===== src/hw/rtl/cfba_pkg.sv =====
// types and constants shared by the contiguous allocator and its testbench
`default_nettype none

package cfba_pkg;

    localparam int FIELD_W    = 16;
    localparam int CFG_INDEX_W = 4;
    localparam int CFG_DATA_W  = 16;

    // operation codes
    localparam logic [1:0] OP_ALLOC   = 2'd0;
    localparam logic [1:0] OP_FREE    = 2'd1;
    localparam logic [1:0] OP_COMPACT = 2'd2;

    // status codes
    localparam logic [1:0] ST_DONE     = 2'd0;
    localparam logic [1:0] ST_NOFIT    = 2'd1;
    localparam logic [1:0] ST_NOTFOUND = 2'd2;
    localparam logic [1:0] ST_FULL     = 2'd3;

    // configuration register indexes
    localparam logic [CFG_INDEX_W-1:0] REG_MEMORY_SIZE   = CFG_INDEX_W'(0);
    localparam logic [CFG_INDEX_W-1:0] REG_BEST_FIT_MODE = CFG_INDEX_W'(1);

    localparam logic [FIELD_W-1:0] MEM_SIZE_RESET = 16'd1024;

    typedef struct packed {
        logic [1:0]         operation;
        logic [FIELD_W-1:0] block_id;
        logic [FIELD_W-1:0] block_size;
    } cfba_req_t;

    typedef struct packed {
        logic [1:0]         status;
        logic [FIELD_W-1:0] placed_start;
    } cfba_resp_t;

endpackage

`default_nettype wire


===== src/hw/rtl/contiguous_first_best_fit_allocator_unit.sv =====
// contiguous first-fit / best-fit block allocator with free and compaction
//
// usage: a request transaction on s_valid/s_ready carries operation, block_id and
// block_size; each request gives exactly one response transaction on m_valid/m_ready
// with status and placed_start. configuration writes arrive on cfg_valid/cfg_ready
// (cfg_index 0 memory_size, 1 best_fit_mode) and are taken in any cycle; they are
// meant to be issued only while no request is in flight.
// throughput: one request at a time; the next request is not taken before the
// response is loaded. the work is set by the walk over the block table in address
// order: one table memory read and one pass through the shared adder per block
// (two for allocate: hole size, then block end).
// reset: aresetn (synchronous, active low) empties the table, restores
// memory_size to 1024 and selects first fit.
// stalls: the response sits in an output register; s_ready returns once the
// response is loaded, so one new request can be worked while it waits, and a
// finished result waits in its done state until the output register is free.
`default_nettype none

module contiguous_first_best_fit_allocator_unit
    import cfba_pkg::*;
#(
    parameter int SLOTS     = 16,
    parameter int ADDR_BITS = 16
) (
    input  wire logic                   aclk,
    input  wire logic                   aresetn,
    input  wire logic                   s_valid,
    output logic                        s_ready,
    input  wire cfba_req_t              s_data,
    output logic                        m_valid,
    input  wire logic                   m_ready,
    output cfba_resp_t                  m_data,
    input  wire logic                   cfg_valid,
    output logic                        cfg_ready,
    input  wire logic [CFG_INDEX_W-1:0] cfg_index,
    input  wire logic [CFG_DATA_W-1:0]  cfg_data
);

    // slot index, table position (0..SLOTS) and arithmetic widths
    localparam int IW = (SLOTS > 1) ? $clog2(SLOTS) : 1;
    localparam int PW = $clog2(SLOTS + 1);
    localparam int CW = ((ADDR_BITS > FIELD_W) ? ADDR_BITS : FIELD_W) + 1;

    typedef enum logic [3:0] {
        S_IDLE,
        S_ALLOC,
        S_HOLE,
        S_TAIL,
        S_PICK,
        S_COMMIT,
        S_FREE,
        S_CMPCT,
        S_DONE
    } state_t;

    state_t             state_reg;
    logic [PW-1:0]      count_reg;      // live blocks
    logic [PW-1:0]      k_reg;          // position in address order
    cfba_req_t          req_reg;
    logic [IW-1:0]      free_slot_reg;
    logic [CW-1:0]      prev_end_reg;
    logic [CW-1:0]      gap_reg;
    logic [CW-1:0]      cand_pos_reg;
    logic [PW-1:0]      cand_ins_reg;
    logic [CW-1:0]      best_gap_reg;
    logic [CW-1:0]      best_pos_reg;
    logic [PW-1:0]      best_ins_reg;
    logic               hole_valid_reg;
    logic               tail_reg;
    logic               found_reg;
    cfba_resp_t         res_reg;
    cfba_resp_t         m_data_reg;
    logic               m_valid_reg;
    logic [FIELD_W-1:0] mem_size_reg;
    logic               best_fit_reg;

    // address order: first count_reg entries are live slots sorted by start,
    // the rest are the free slots
    logic [IW-1:0] ord_reg [SLOTS];

    // block table
    logic [FIELD_W-1:0]   ident_mem [SLOTS];
    logic [ADDR_BITS-1:0] begin_mem [SLOTS];
    logic [ADDR_BITS-1:0] len_mem   [SLOTS];
    logic [FIELD_W-1:0]   rd_ident_reg;
    logic [ADDR_BITS-1:0] rd_begin_reg;
    logic [ADDR_BITS-1:0] rd_len_reg;

    logic [PW-1:0]        k_inc;
    logic                 more;
    logic [IW-1:0]        rd_idx;
    logic [IW-1:0]        rd_slot;
    logic [IW-1:0]        cur_slot;
    logic [CW-1:0]        begin_ext;
    logic [CW-1:0]        len_ext;
    logic [CW-1:0]        size_ext;
    logic [ADDR_BITS-1:0] cmp_base;
    logic [CW-1:0]        alu_a;
    logic [CW-1:0]        alu_b;
    logic                 alu_sub;
    logic [CW:0]          alu_res;
    logic [CW-1:0]        gap_clamped;
    logic                 fits;
    logic                 take;
    logic                 id_match;
    logic                 ins_en;
    logic                 rem_en;
    logic                 begin_we;
    logic [IW-1:0]        begin_wa;
    logic [ADDR_BITS-1:0] begin_wd;

    assign s_ready   = (state_reg == S_IDLE);
    assign m_valid   = m_valid_reg;
    assign m_data    = m_data_reg;
    assign cfg_ready = 1'b1;

    assign k_inc    = k_reg + 1'b1;
    assign more     = (k_inc < count_reg);
    assign cur_slot = ord_reg[k_reg[IW-1:0]];
    assign rd_slot  = ord_reg[rd_idx];

    assign begin_ext = CW'(rd_begin_reg);
    assign len_ext   = CW'(rd_len_reg);
    assign size_ext  = CW'(req_reg.block_size);
    // compaction: lowest block keeps its start, others abut the previous end
    assign cmp_base  = (k_reg == '0) ? rd_begin_reg : prev_end_reg[ADDR_BITS-1:0];

    // read position: the next entry is fetched ahead of its use so the registered read has it ready
    always_comb begin
        rd_idx = k_reg[IW-1:0];
        if (state_reg == S_IDLE) begin
            rd_idx = '0;
        end else if ((state_reg == S_PICK || state_reg == S_FREE ||
                      state_reg == S_CMPCT) && more) begin
            rd_idx = k_inc[IW-1:0];
        end
    end

    // shared adder / subtractor
    always_comb begin
        alu_a   = '0;
        alu_b   = '0;
        alu_sub = 1'b0;
        unique case (state_reg)
            S_HOLE: begin
                alu_a   = begin_ext;
                alu_b   = prev_end_reg;
                alu_sub = 1'b1;
            end
            S_TAIL: begin
                alu_a   = CW'(mem_size_reg);
                alu_b   = prev_end_reg;
                alu_sub = 1'b1;
            end
            S_PICK: begin
                alu_a = begin_ext;
                alu_b = len_ext;
            end
            S_CMPCT: begin
                alu_a = CW'(cmp_base);
                alu_b = len_ext;
            end
            default: begin
            end
        endcase
    end

    assign alu_res     = alu_sub ? ({1'b0, alu_a} - {1'b0, alu_b})
                                 : ({1'b0, alu_a} + {1'b0, alu_b});
    // hole behind a block that overruns its limit counts as empty
    assign gap_clamped = alu_res[CW] ? '0 : alu_res[CW-1:0];

    // ties in best fit go to the later hole
    assign fits = (gap_reg >= size_ext);
    assign take = hole_valid_reg && fits &&
                  (!best_fit_reg || !found_reg || (gap_reg <= best_gap_reg));

    assign id_match = (rd_ident_reg == req_reg.block_id);
    assign ins_en   = (state_reg == S_COMMIT);
    assign rem_en   = (state_reg == S_FREE) && id_match;

    assign begin_we = ins_en || ((state_reg == S_CMPCT) && (k_reg != '0));
    assign begin_wa = ins_en ? free_slot_reg : cur_slot;
    assign begin_wd = ins_en ? best_pos_reg[ADDR_BITS-1:0] : cmp_base;

    // block table, one write and one registered read per cycle
    always_ff @(posedge aclk) begin
        if (ins_en) begin
            ident_mem[free_slot_reg] <= req_reg.block_id;
            len_mem[free_slot_reg]   <= size_ext[ADDR_BITS-1:0];
        end
        if (begin_we) begin
            begin_mem[begin_wa] <= begin_wd;
        end
        rd_ident_reg <= ident_mem[rd_slot];
        rd_begin_reg <= begin_mem[rd_slot];
        rd_len_reg   <= len_mem[rd_slot];
    end

    // order list: insert rotates the tail up, removal rotates it down
    for (genvar j = 0; j < SLOTS; j++) begin : g_ord
        logic [IW-1:0] from_below;
        logic [IW-1:0] from_above;

        if (j > 0) begin : g_below
            assign from_below = ord_reg[j-1];
        end else begin : g_below0
            assign from_below = ord_reg[j];
        end
        if (j < SLOTS - 1) begin : g_above
            assign from_above = ord_reg[j+1];
        end else begin : g_above_top
            assign from_above = ord_reg[j];
        end

        always_ff @(posedge aclk) begin
            if (!aresetn) begin
                ord_reg[j] <= IW'(j);
            end else if (ins_en) begin
                if (PW'(j) == best_ins_reg) begin
                    ord_reg[j] <= free_slot_reg;
                end else if ((PW'(j) > best_ins_reg) && (PW'(j) <= count_reg)) begin
                    ord_reg[j] <= from_below;
                end
            end else if (rem_en) begin
                if (PW'(j + 1) == count_reg) begin
                    ord_reg[j] <= cur_slot;
                end else if ((PW'(j) >= k_reg) && (PW'(j + 1) < count_reg)) begin
                    ord_reg[j] <= from_above;
                end
            end
        end
    end

    // sequencer, configuration and output register
    always_ff @(posedge aclk) begin
        if (!aresetn) begin
            state_reg    <= S_IDLE;
            count_reg    <= '0;
            k_reg        <= '0;
            m_valid_reg  <= 1'b0;
            mem_size_reg <= MEM_SIZE_RESET;
            best_fit_reg <= 1'b0;
        end else begin
            if (cfg_valid) begin
                unique case (cfg_index)
                    REG_MEMORY_SIZE:   mem_size_reg <= cfg_data;
                    REG_BEST_FIT_MODE: best_fit_reg <= cfg_data[0];
                    default: begin
                    end
                endcase
            end

            // output register empties once taken, unless the done state refills it
            if (m_valid_reg && m_ready && (state_reg != S_DONE)) begin
                m_valid_reg <= 1'b0;
            end

            unique case (state_reg)
                S_IDLE: begin
                    if (s_valid) begin
                        req_reg              <= s_data;
                        k_reg                <= '0;
                        found_reg            <= 1'b0;
                        hole_valid_reg       <= 1'b0;
                        tail_reg             <= 1'b0;
                        // a free on an empty table fails at once
                        res_reg.status       <= ((s_data.operation == OP_FREE) &&
                                                 (count_reg == '0)) ? ST_NOTFOUND
                                                                    : ST_DONE;
                        res_reg.placed_start <= '0;
                        unique case (s_data.operation)
                            OP_ALLOC: state_reg <= S_ALLOC;
                            OP_FREE: begin
                                if (count_reg == '0) begin
                                    state_reg <= S_DONE;
                                end else begin
                                    state_reg <= S_FREE;
                                end
                            end
                            OP_COMPACT: begin
                                if (count_reg <= PW'(1)) begin
                                    state_reg <= S_DONE;
                                end else begin
                                    state_reg <= S_CMPCT;
                                end
                            end
                            default: state_reg <= S_DONE;
                        endcase
                    end
                end

                S_ALLOC: begin
                    if (count_reg == PW'(SLOTS)) begin
                        res_reg.status <= ST_FULL;
                        state_reg      <= S_DONE;
                    end else begin
                        free_slot_reg <= ord_reg[count_reg[IW-1:0]];
                        if (req_reg.block_size == '0) begin
                            res_reg.status <= ST_NOFIT;
                            state_reg      <= S_DONE;
                        end else if (count_reg == '0) begin
                            // empty table: place at the bottom if it fits at all
                            if (req_reg.block_size > mem_size_reg) begin
                                res_reg.status <= ST_NOFIT;
                                state_reg      <= S_DONE;
                            end else begin
                                best_pos_reg <= '0;
                                best_ins_reg <= '0;
                                state_reg    <= S_COMMIT;
                            end
                        end else begin
                            state_reg <= S_HOLE;
                        end
                    end
                end

                S_HOLE: begin
                    // hole between previous block end and this block start
                    hole_valid_reg <= (k_reg != '0);
                    gap_reg        <= gap_clamped;
                    cand_pos_reg   <= prev_end_reg;
                    cand_ins_reg   <= k_reg;
                    state_reg      <= S_PICK;
                end

                S_TAIL: begin
                    hole_valid_reg <= 1'b1;
                    tail_reg       <= 1'b1;
                    gap_reg        <= gap_clamped;
                    cand_pos_reg   <= prev_end_reg;
                    cand_ins_reg   <= count_reg;
                    state_reg      <= S_PICK;
                end

                S_PICK: begin
                    if (take) begin
                        found_reg    <= 1'b1;
                        best_gap_reg <= gap_reg;
                        best_pos_reg <= cand_pos_reg;
                        best_ins_reg <= cand_ins_reg;
                    end
                    prev_end_reg <= alu_res[CW-1:0];
                    if (!best_fit_reg && take) begin
                        state_reg <= S_COMMIT;
                    end else if (tail_reg) begin
                        if (found_reg || take) begin
                            state_reg <= S_COMMIT;
                        end else begin
                            res_reg.status <= ST_NOFIT;
                            state_reg      <= S_DONE;
                        end
                    end else if (more) begin
                        k_reg     <= k_inc;
                        state_reg <= S_HOLE;
                    end else begin
                        state_reg <= S_TAIL;
                    end
                end

                S_COMMIT: begin
                    count_reg            <= count_reg + 1'b1;
                    res_reg.status       <= ST_DONE;
                    res_reg.placed_start <= best_pos_reg[FIELD_W-1:0];
                    state_reg            <= S_DONE;
                end

                S_FREE: begin
                    // lowest-addressed block with the id goes
                    if (id_match) begin
                        count_reg      <= count_reg - 1'b1;
                        res_reg.status <= ST_DONE;
                        state_reg      <= S_DONE;
                    end else if (more) begin
                        k_reg <= k_inc;
                    end else begin
                        res_reg.status <= ST_NOTFOUND;
                        state_reg      <= S_DONE;
                    end
                end

                S_CMPCT: begin
                    prev_end_reg <= alu_res[CW-1:0];
                    if (more) begin
                        k_reg <= k_inc;
                    end else begin
                        state_reg <= S_DONE;
                    end
                end

                S_DONE: begin
                    if (!m_valid_reg || m_ready) begin
                        m_data_reg  <= res_reg;
                        m_valid_reg <= 1'b1;
                        state_reg   <= S_IDLE;
                    end
                end

                default: state_reg <= S_IDLE;
            endcase
        end
    end

    // table never overfills
    a_count_range: assert property (@(posedge aclk) disable iff (!aresetn)
        count_reg <= PW'(SLOTS))
        else $error("block count above table depth");

    // one request in flight at a time
    a_one_in_flight: assert property (@(posedge aclk) disable iff (!aresetn)
        (s_valid && s_ready) |=> !s_ready)
        else $error("request taken while another is in flight");

    // count moves only on placement or removal
    a_count_change: assert property (@(posedge aclk) disable iff (!aresetn)
        (count_reg != $past(count_reg)) |->
            ($past(state_reg) == S_COMMIT || $past(state_reg) == S_FREE))
        else $error("block count changed outside placement or removal");

    // failed or non-placing responses carry a zero start
    a_start_zero: assert property (@(posedge aclk) disable iff (!aresetn)
        (m_valid && (m_data.status != ST_DONE)) |-> (m_data.placed_start == '0))
        else $error("non-zero start on failed response");

    // response appears only from the done state
    a_resp_source: assert property (@(posedge aclk) disable iff (!aresetn)
        $rose(m_valid) |-> ($past(state_reg) == S_DONE))
        else $error("response raised outside done state");

endmodule

`default_nettype wire


===== config.mk =====
export PLATFORM = sky130hd
export DESIGN_NAME = contiguous_first_best_fit_allocator_unit
export DESIGN_NICKNAME = d
export VERILOG_FILES = /design/src/hw/rtl/cfba_pkg.sv /design/src/hw/rtl/contiguous_first_best_fit_allocator_unit.sv
export SDC_FILE = /design/constraint.sdc
export NUM_CORES = 2
export LEC_CHECK = 0
export ABC_AREA = 1
export BUFFER_PORTS_ARGS = -buffer_cell sky130_fd_sc_hd__buf_2
export CAP_MARGIN = 10
export CORE_MARGIN = 4
export CORE_UTILIZATION = 40
export CTS_BUF_LIST = sky130_fd_sc_hd__clkbuf_2
export CTS_CLUSTER_SIZE = 10
export DETAILED_ROUTE_END_ITERATION = 8
export PLACE_DENSITY = 0.53
export SLEW_MARGIN = 30
export SYNTH_ARGS = -nofsm -noshare
export SYNTH_HDL_FRONTEND = slang
export SYNTH_SLANG_ARGS = --single-unit

===== constraint.sdc =====
create_clock -name aclk -period 7 [get_ports aclk]
set_clock_uncertainty 0.15 [all_clocks]
set_input_delay 0.7 -clock aclk [delete_from_list [all_inputs] [get_ports aclk]]
set_output_delay 0.7 -clock aclk [all_outputs]
set_load 0.02 [all_outputs]

==> impl_metrics.ini <==
[setup_path]
path_buf_inv = 7
worst-path-stages = 24
crit_path_end = rd_ident_reg[2]
crit_chain = inv_2, nor2_1, inv_1, nand2_1, inv_1, or2_1, inv_1, ha_1, nand2_1, inv_1, a21oi_2, nand4_1, nand2_1, nand3_1, nand3_1, nand3_1, nand3_4, buf_4, buf_4, nand3_1, nand3_1, nand3_1, nand3_1, nand2_1
critPathTopFamily = simple AND/OR/NAND/NOR gates
r2r-end = rd_ident_reg[2]
critPathLaunch = k_reg[0]
regToRegStartpoint = k_reg[0]
slowest_delay_ns = 0.71
cp_max_fo = 60
worstPathArrival_ns = 6.80
crit_required_ns = 8.28
ff2ff_path_depth = 24
startpoint_type = register
crit_type = register to register
path_common_cell = nand3_1
r2r_setup_slack_ns = 1.47
slowest_stage = nand2_1
endpoint_kind = register

[logic_synthesis]
avgSynthCellArea_sq_um = 9.997
yosys-mux-area-fraction = 0.0007915
syn_area_sq_um = 52170
yosys.area_share.simple = 0.2195
syn_nets = 5356
yosysTopAreaCell = edfxtp_1
synthAdderAreaFrac = 0.01909
synth-edff-count = 1000
yosys_warnings = 0
synth_top_family_by_area = simple AND/OR/NAND/NOR gates
synth_compound_area_frac = 0.06644
yosys_most_used_dff = edfxtp_1
ys_seq_elements = 1084
synth_xor_xnor_area_share = 0.005397
yosys-top-cells-area = edfxtp_1 (58%), nand3_1 (7.8%), nand2_1 (6.6%)
synth_top_cell_area_share = 0.5757
yosysUniqueCellTypes = 64
seq_area_frac_synth = 0.6079
synth_async_sr_flop_share = 0
synth_cells = 5218

[grt]
grt_overflow = 0
antenna_found_initial = 2
grt_pass1_wl_microns = 255900
grt_pass1_vias = 38996
grt_max_degree = 169
grt_usage = 0.2515

[sta]
fin_setup_tns_ns = 0
post-route-period-util = 0.7895
setup_viol = 0
max_clock_freq_mhz = 181.0
rsz0062_at_grt = false
report.final.slew_viol_count = 0
timing_hold_violations_final = 0
tightest_slew_ns = 1.130
post-route-min-period_ns = 5.526
maxSlewHeadroom = 0.2464

[layout]
area_growth_pct = 13.33
fin_util = 0.4566
fin_cells = 7576
drive_gt1_frac = 0.1384
reg.largest.list = begin_mem x256, ident_mem x256, len_mem x256
layout_commonest_cell = edfxtp_1
layout_common_cells = edfxtp_1 (1000), nand2_1 (920), nand3_1 (810), inv_1 (730), clkbuf_2 (475)
fin_nets = 5752

[floorplanning]
die_h_microns = 369.1
core_area_sq_um = 129500
start_util = 0.4029
io_pins = 80
dieArea_sq_um = 136300
die_w_microns = 369.1
rows = 132

[clock_network]
numCtsBuffers = 305
cts.clk_slew.worst_paths_ns = 0.10
cts_setup_buffers = 0
cts-root-buf = clkbuf_2
cts_sinks = 1084
clk_path_buf_depth = 4
cts_resized = 0
clkLatencyLatePin_ns = 1.66
cts_hold_buf = 164
cts_tree = yes
htreeDepth = 5

[detailed_routing]
via_per_inst = 5.378
wirelength_microns = 173900
drt-initial-drc-count = 4143
first_pass_iters = 6
routedWlPerCell_microns = 22.95
drc = 0
vias = 40747
postRouteAntennaNets = 0

[placed_design]
io_buffers = 78
dp_cells = 6885
dp_hpwl_microns = 104100
place.gp.congestion = 0.9757

[power]
leakagePower_nw = 24.35
ir_drop_uv = 182.5
power_mw = 17.04
p_per_area_nw_per_um2 = 288.2

[status]
run_status = finished clean

[worst_hold_path]
hold_path.class = input pin to register

[flow_run]
maxCapViolCount = 0
[through the flow]
step,setup slack [ns],instance area (sq um),hold slack [ns]
floorplan,2.579,52170,0.2503
global placement,1.646,54720,0.2530
detailed placement,1.621,54800,0.2545
CTS,1.518,59110,0.0003819
global route,1.043,59120,0.06492
finish,1.474,59120,0.2459
[synth_stat cells (6+ instances only)]
cell type	number
edfxtp_1	1000
nand2_1	923
nand3_1	810
inv_1	731
nand3b_1	290
o21ai_0	267
nor2_1	226
a21oi_1	161
buf_2	145
dfxtp_1	84
ha_1	78
clkbuf_1	71
buf_4	44
nand4_1	43
nor3_1	37
o221ai_1	29
o211ai_1	26
o22ai_1	25
a22oi_1	24
nor2_2	19
inv_2	17
xnor2_1	16
a211oi_1	15
nor4_1	14
buf_1	13
xor2_1	13
o21ai_1	9
a31oi_1	6
[how the worst min path moves through the flow]
stage	slack (ns)	start	cells past startpoint	to
global placement	0.25	res_reg[2]	0	m_data[2]
floorplan	0.25	res_reg[0]	0	m_data[0]
finish	0.25	s_data[6]	3	req_reg[6]
global route	0.06	s_data[6]	3	req_reg[6]
CTS	0.0004	s_data[16]	3	req_reg[16]
detailed placement	0.25	res_reg[10]	0	m_data[10]
[cell families (layout without fill, tap and decap cells)]
family                   Yosys count  count (layout)
multiplexers                       4               4
buffers and inverters           1028            1639
adder cells (fa/ha/maj)           79              79
XOR/XNOR                          30              30
other                              1               6
AND/OR/NAND/NOR                 2390            2390
AO/OA/AOI/OAI                    602             602
flip-flops                      1084            1084
[metal layers]
layer  routed length, microns  track usage
met1                    75990       0.3519
met2                    79620       0.3951
met3                    13460      0.04910
met4                     4804      0.08083
met5                        0            0
[final cells by class]
type	count	area (sq um)
timing repair buffer	363	3159
sequential	1084	31710
inverter	754	2843
clock buffer	475	2377
clock inverter	47	289.0
antenna	5	12.51
multi-input combinational	3106	16550
fill	12567	70360
tap	1742	2180
[worst register-to-register path, stage by stage (launching register included)]
cell and delay [ns]:
dfxtp_1 0.53, inv_2 0.18, nor2_1 0.17, inv_1 0.07, nand2_1 0.06, inv_1 0.03, or2_1 0.22, inv_1 0.08
ha_1 0.22, nand2_1 0.07, inv_1 0.05, a21oi_2 0.26, nand4_1 0.13, nand2_1 0.71, nand3_1 0.16, nand3_1 0.14
nand3_1 0.12, nand3_4 0.27, buf_4 0.52, buf_4 0.68, nand3_1 0.17, nand3_1 0.12, nand3_1 0.07, nand3_1 0.10
nand2_1 0.05
[where the power goes]
part	internal, mW	switching, mW	total, mW
clock	1.92	2.69	4.60
combinational	1.31	3.01	4.32
sequential	7.78	0.340	8.12
total	11.0	6.04	17.0
Power figures use the tool's default switching activity.
